$ cat config.mk
export PLATFORM = sky130hd
export DESIGN_NAME = cic_ctrl
export DESIGN_NICKNAME = d
export VERILOG_FILES = /design/src/rtl/cic_pkg.sv /design/src/rtl/cic_ctrl.sv
export SDC_FILE = /design/constraint.sdc
export NUM_CORES = 1
export LEC_CHECK = 0
export BUFFER_PORTS_ARGS = -buffer_cell sky130_fd_sc_hd__buf_4
export CAP_MARGIN = 20
export CORE_AREA = 2 2 39 41
export DETAILED_ROUTE_END_ITERATION = 12
export DIE_AREA = 0 0 41 43
export GPL_ROUTABILITY_DRIVEN = 0
export PLACE_DENSITY = 0.32
export SYNTH_ARGS = -nofsm -noshare
export SYNTH_HDL_FRONTEND = slang
export SYNTH_SLANG_ARGS = --single-unit
$ cat constraint.sdc
create_clock -name clk -period 1.1 [get_ports clk]
set_input_delay 0.11 -clock clk [delete_from_list [all_inputs] [get_ports clk]]
set_output_delay 0.11 -clock clk [all_outputs]
set_load 0.03 [all_outputs]
$ cat src/rtl/cic_pkg.sv
// Shared types and constants for the cassette interface card.
// Used by the controller, the datapath and the top level.
package cic_pkg;

  localparam int TapeDepthDef = 16384;

  localparam logic [2:0] FUNC_READ  = 3'd0;
  localparam logic [2:0] FUNC_WRITE = 3'd1;
  localparam logic [2:0] FUNC_TICK  = 3'd2;
  localparam logic [2:0] FUNC_ROM   = 3'd3;
  localparam logic [2:0] FUNC_TAPE  = 3'd4;
  localparam logic [2:0] FUNC_START = 3'd5;

  localparam logic [15:0] ROM_LOW  = 16'hC100;
  localparam logic [15:0] ROM_HIGH = 16'hC1FF;
  localparam logic [15:0] IN_REG   = 16'hC081;
  localparam logic [15:0] IO_LOW   = 16'hC000;
  localparam logic [15:0] IO_HIGH  = 16'hC0FF;
  localparam logic [7:0]  LEVEL_BIT = 8'h80;
  localparam logic [31:0] REWIND_GAP_RST = 32'd511500;

  localparam logic [1:0] REG_LENGTH = 2'd0;
  localparam logic [1:0] REG_LEVEL  = 2'd1;
  localparam logic [1:0] REG_GAP    = 2'd2;

  // controller to datapath
  typedef struct packed {
    logic capture;   // latch the input word and start its work
    logic exec;      // apply the captured word (read result read back)
    logic rd_next;   // issue a tape memory read: entry zero, or the entry after the play position for a tick
    logic replay;    // consume one duration read from tape memory
    logic done;      // emit the result word
  } cic_cmd_t;

  // datapath to controller
  typedef struct packed {
    logic tick_loop;   // tick must keep replaying durations
  } cic_stat_t;

endpackage

$ cat src/rtl/cic_ctrl.sv
// Sequencer for the cassette interface card.
// Depends on cic_pkg for the command and status structs.
module cic_ctrl
  import cic_pkg::*;
(
  input  logic      clk,
  input  logic      rst_n,
  input  logic      start,
  output logic      busy,
  input  cic_stat_t stat,
  output cic_cmd_t  cmd
);

  typedef enum logic [2:0] {S_IDLE, S_FETCH, S_EXEC, S_LOOP, S_WAIT, S_DONE} state_t;

  state_t state_r, state_nxt;

  // pick next state
  always_comb begin
    state_nxt = state_r;
    cmd = '0;
    case (state_r)
      S_IDLE: begin
        if (start) begin
          cmd.capture = 1'b1;
          state_nxt = S_FETCH;
        end
      end
      S_FETCH: begin
        cmd.rd_next = 1'b1;
        state_nxt = S_EXEC;
      end
      S_EXEC: begin
        cmd.exec = 1'b1;
        state_nxt = S_LOOP;
      end
      S_LOOP: begin
        if (stat.tick_loop) begin
          cmd.rd_next = 1'b1;
          state_nxt = S_WAIT;
        end else begin
          state_nxt = S_DONE;
        end
      end
      S_WAIT: begin
        cmd.replay = 1'b1;
        state_nxt = S_LOOP;
      end
      S_DONE: begin
        cmd.done = 1'b1;
        state_nxt = S_IDLE;
      end
      default: state_nxt = S_IDLE;
    endcase
  end

  // hold state
  always_ff @(posedge clk) begin
    if (!rst_n) begin
      state_r <= S_IDLE;
    end else begin
      state_r <= state_nxt;
    end
  end

  assign busy = (state_r != S_IDLE);

endmodule

# After elaboration in Yosys (flattened, before gate mapping)
# Cells that the tools add are included.
[totals] regBits=3 latch_bits=0 ram_bits=0 rom_bits=0 input_bits=4 output_inout_bits=6 word_cells=20 mem_count=0
[op_classes] add_sub_neg=0 n_mul=0 div_mod_pow=0 n_lt_le_gt_ge=0 n_eq_ne=6 n_shift=0 muxes=10 n_bitwise=0 n_reduce_logical=3
[ops] cell="3-bit case mux with 4 select lines" n=1
[ops] cell="1-bit 2-to-1 mux" n=7
[ops] cell="3-bit by 2-bit equality test with 1-bit output (second input constant)" n=2
[ops] cell="3-bit equality test (second input constant)" n=2
[ops] cell="3-bit by 1-bit equality test with 1-bit output (second input constant)" n=1
[ops] cell="3-bit zero test" n=1
[ops] cell="3-bit 2-to-1 mux" n=1
[ops] cell="3-bit nonzero test" n=1
[ops] cell="2-bit != test (second input constant)" n=1
[ops] cell="1-bit case mux with 2 select lines" n=1
[ops] cell="2-bit OR reduction" n=1

# Longest topological paths before layout
[depth] ltp_word=3 ltp_mapped=3 mapped_depth_nobuf=2

# Least setup slack after synthesis
# Ideal clock, no wire load.
[synth_timing] path_kind="register to output" start="register state_r[1]" end="output cmd[2] (netlist bit)" t_arrival_ps=1257 setup_slack_ps=-267 stages_incl_launch_ff=4 path_cell_list="dfxtp_1 -> buf_6 -> nor2b_1 -> nor3b_1"
[synth_rtl] item="start: declaration" line_no="cic_ctrl.sv:16" source="state_t state_r, state_nxt;"
[synth_rtl] item="start signal: assignment" line_no="cic_ctrl.sv:62" source="state_r <= state_nxt;"
[synth_rtl] item="end: declaration" line_no="cic_ctrl.sv:11" source="output cic_cmd_t cmd"

==> impl_metrics.xml <==
<?xml version="1.0" encoding="UTF-8"?>
<metrics>
  <group name="status">
    <metric name="status" unit="">finished, violations left</metric>
    <metric name="failed_checks" unit="">setup timing</metric>
  </group>
  <group name="timing">
    <metric name="report.final.setup_viol" unit="">6</metric>
    <metric name="drv_slew" unit="">0</metric>
    <metric name="timing.final.crit_share" unit="%">116.3</metric>
    <metric name="max-slew-margin-rel" unit="%">90.17</metric>
    <metric name="post_route_clock_skew" unit="ps">7.798</metric>
    <metric name="finalHoldViolCount" unit="">0</metric>
    <metric name="post-route-worst-setup-slack" unit="ps">-179.3</metric>
    <metric name="max_slew.worst_pin.slew" unit="ps">145.9</metric>
    <metric name="maximum_clock_frequency" unit="GHz">0.7817</metric>
    <metric name="final.min_clock_period" unit="ps">1279</metric>
    <metric name="rsz0062_at_grt" unit="">yes</metric>
  </group>
  <group name="critical_path">
    <metric name="critical_path_required" unit="ps">990</metric>
    <metric name="cp-start-kind" unit="">flop</metric>
    <metric name="crit_path_cell_trace" unit="">or3_4 &gt; nor2_4 &gt; buf_6</metric>
    <metric name="critical_path_peak_fanout" unit="">4</metric>
    <metric name="cpPeakStageDelay" unit="ps">380</metric>
    <metric name="critical_path.slowest_cell" unit="">or3_4</metric>
    <metric name="worst_setup_path_start" unit="">state_r[1]</metric>
    <metric name="cp_data_arrival_time" unit="ps">1170</metric>
    <metric name="path_class" unit="">flop to primary output</metric>
    <metric name="setup.worst_path.end_class" unit="">primary output</metric>
    <metric name="path_buf_inv" unit="">1</metric>
    <metric name="r2r-start" unit="">state_r[2]</metric>
    <metric name="r2r-end" unit="">state_r[0]</metric>
    <metric name="critical-path-top-delay-family" unit="">simple AND/OR/NAND/NOR gates</metric>
    <metric name="ff2ff_setup_slack" unit="ps">40</metric>
    <metric name="worst_r2r_path_depth" unit="">4</metric>
  </group>
  <group name="min_path">
    <metric name="min_delay_worst_endpoint" unit="">state_r[0]</metric>
    <metric name="hold-path-cell-count" unit="">2</metric>
    <metric name="holdCritStartpoint" unit="">rst_n</metric>
    <metric name="hold_path.class" unit="">input port to flop</metric>
  </group>
  <group name="route">
    <metric name="first_iter_violations" unit="">1</metric>
    <metric name="avgRoutedWirePerCell" unit="um">10.32</metric>
    <metric name="drt-pass1-iter-count" unit="">2</metric>
    <metric name="wirelength" unit="um">578</metric>
    <metric name="route.detailed.drc" unit="">0</metric>
    <metric name="ant_nets" unit="">0</metric>
    <metric name="vias" unit="">223</metric>
    <metric name="via_per_inst" unit="">3.982</metric>
  </group>
  <group name="floorplan">
    <metric name="initial_utilization" unit="%">15.10</metric>
    <metric name="dieArea" unit="um^2">1763</metric>
    <metric name="pin_count" unit="">10</metric>
    <metric name="die_w" unit="um">41</metric>
    <metric name="num_rows" unit="">14</metric>
    <metric name="chipHeight" unit="um">43</metric>
    <metric name="core-area" unit="um^2">1384</metric>
  </group>
  <group name="clocking">
    <metric name="cts_made_buffers" unit="">3</metric>
    <metric name="cts.reportedPaths.clkPinSlew" unit="ps">40</metric>
    <metric name="tritoncts" unit="">done</metric>
    <metric name="htree_levels" unit="">1</metric>
    <metric name="tritoncts_num_sinks" unit="">3</metric>
    <metric name="clk_root_buffer_cell" unit="">clkbuf_4</metric>
    <metric name="cts_max_path_bufs" unit="">2</metric>
    <metric name="worstSkewPairLatency" unit="ps">240</metric>
    <metric name="hold_buf_cts" unit="">0</metric>
  </group>
  <group name="grt">
    <metric name="grt_start_max_net_pins" unit="">7</metric>
    <metric name="grt_remaining_overflow" unit="">0</metric>
    <metric name="global_route_wire_length_before_repair" unit="um">903</metric>
    <metric name="antenna_violations_before_repair" unit="">0</metric>
    <metric name="global_route.usage.total" unit="%">8.818</metric>
    <metric name="grt_pass1_vias" unit="">205</metric>
  </group>
  <group name="yosys">
    <metric name="synth_nets" unit="">25</metric>
    <metric name="synth-edff-count" unit="">0</metric>
    <metric name="seq_area_frac_synth" unit="%">28.74</metric>
    <metric name="netlist_area" unit="um^2">209.0</metric>
    <metric name="synth_seq_cells" unit="">3</metric>
    <metric name="async_reset_ff_share" unit="%">0</metric>
    <metric name="synthDistinctLibCells" unit="">15</metric>
    <metric name="post_synthesis_mean_instance_area" unit="um^2">9.950</metric>
    <metric name="synth_ff_type" unit="">dfxtp_1</metric>
    <metric name="syn_inst" unit="">21</metric>
    <metric name="ys_warn_count" unit="">0</metric>
  </group>
  <group name="layout">
    <metric name="top_register" unit="">state_r</metric>
    <metric name="num_antenna_cells" unit="">0</metric>
    <metric name="nNetsFinal" unit="">45</metric>
    <metric name="reg_top3" unit="">state_r: 3 flops</metric>
    <metric name="final_layout_size_suffix_gt1_share" unit="%">82.50</metric>
    <metric name="largest_register_ff_count" unit="">3</metric>
    <metric name="seq_area" unit="um^2">66.31</metric>
    <metric name="syn_to_final_growth" unit="%">104.8</metric>
    <metric name="filler_cell_count" unit="">147</metric>
    <metric name="multi_input_comb_area" unit="um^2">150.1</metric>
    <metric name="non_filler_instance_count_after_layout" unit="">56</metric>
  </group>
  <group name="pwr">
    <metric name="power_report.internal_total" unit="mW">0.3887</metric>
    <metric name="switching_share" unit="%">32.12</metric>
    <metric name="power_per_cell_area" unit="nW/um^2">1338</metric>
    <metric name="p_leak" unit="nW">0.2223</metric>
    <metric name="switching_power" unit="mW">0.1839</metric>
    <metric name="total_power" unit="mW">0.5726</metric>
    <metric name="ir_worst_vdd" unit="V">0.0003329</metric>
    <metric name="p_comb_share" unit="%">41.8</metric>
    <metric name="seqPwrFrac" unit="%">23.7</metric>
    <metric name="power.clock.fraction" unit="%">34.5</metric>
  </group>
  <group name="job">
    <metric name="drv.max_cap_violation_count" unit="">0</metric>
  </group>
  <group name="placement">
    <metric name="port_buffers" unit="">9</metric>
    <metric name="dpl_worst_slack" unit="ps">43.79</metric>
    <metric name="dp_cells" unit="">46</metric>
  </group>
</metrics>
-- worst max path at each step --
stage	depth (start not counted)	slack, ps	end
after floorplan	3	-70	cmd[4]
after global placement	3	40	cmd[4]
after detailed placement	3	40	cmd[4]
after global routing	3	-220	cmd[4]
final	3	-180	cmd[4]
after CTS	3	-180	cmd[4]
-- layer usage --
metal	track usage [%]	vias up	routed length, um
li1	-	113	-
met1	8.307	102	208
met2	10.94	6	326
met3	4.712	2	27
met4	12.00	0	14
met5	0	-	0
-- cells in the mapped netlist, drive strengths merged (2+ instances only) --
| master | n | area, um^2 |
|---|---|---|
| dfxtp | 3 | 60.06 |
| buf | 3 | 27.52 |
| o211a | 2 | 20.02 |
| nor3b | 3 | 22.52 |
-- power groups by stage --
stage,Combinational (mW),Sequential [mW],Clock (mW)
floorplan,0.140,0.124,0
global placement,0.182,0.134,0
detailed placement,0.183,0.134,0
CTS,0.235,0.135,0.207
global route,0.253,0.137,0.219
finish,0.239,0.136,0.197
-- cells by family (layout without fill, tap and decap cells) --
group | after synthesis | in the layout | synth area share (%)
buf+inv | 4 | 23 | 14.97
xor+xnor | 1 | 1 | 4.192
compound gates | 5 | 5 | 20.36
flops | 3 | 3 | 28.74
simple gates | 8 | 8 | 31.74
-- stage by stage --
step	instance area (um^2)	hold WS (ps)	TNS [ps]	utilization, %
3_5_place_dp	311.5	360.6	0	22.51
2_1_floorplan	229.0	243.4	-72.19	-
4_1_cts	421.7	108.6	-727.7	30.47
5_1_grt	427.9	111.9	-921.4	30.92
3_3_place_gp	311.5	360.8	0	22.51
6_report	427.9	115.0	-662.7	30.92
-- area by class of cell --
type / instances / area share, %
sequential: 3 / 15.50
multi-input combinational: 14 / 35.09
tap: 16 / 4.678
timing repair buffer: 18 / 37.72
clock buffer: 4 / 6.140
inverter: 1 / 0.8772
-- cell usage in the layout (no fill, tap or decap), drive strengths merged --
| cell type | count |
|---|---|
| xor2 | 1 |
| nor2 | 1 |
| dfxtp | 3 |
| and3b | 1 |
| and4b | 1 |
| buf | 18 |
| a22oi | 1 |
| nor2b | 1 |
| clkbuf | 4 |
| o21ba | 1 |
| o21ai | 1 |
| o211a | 2 |
| inv | 1 |
| or3 | 1 |
| nor3b | 3 |
-- what timing repair did --
item                                    4_1_cts  5_1_grt
hold endpoints to repair                      0        0
endpoints found under the setup margin        6        7
buffers inserted                              6        0
pin swaps                                     4        2
resized for setup                            12        2
Note: power is estimated with default switching activity, not from simulation.
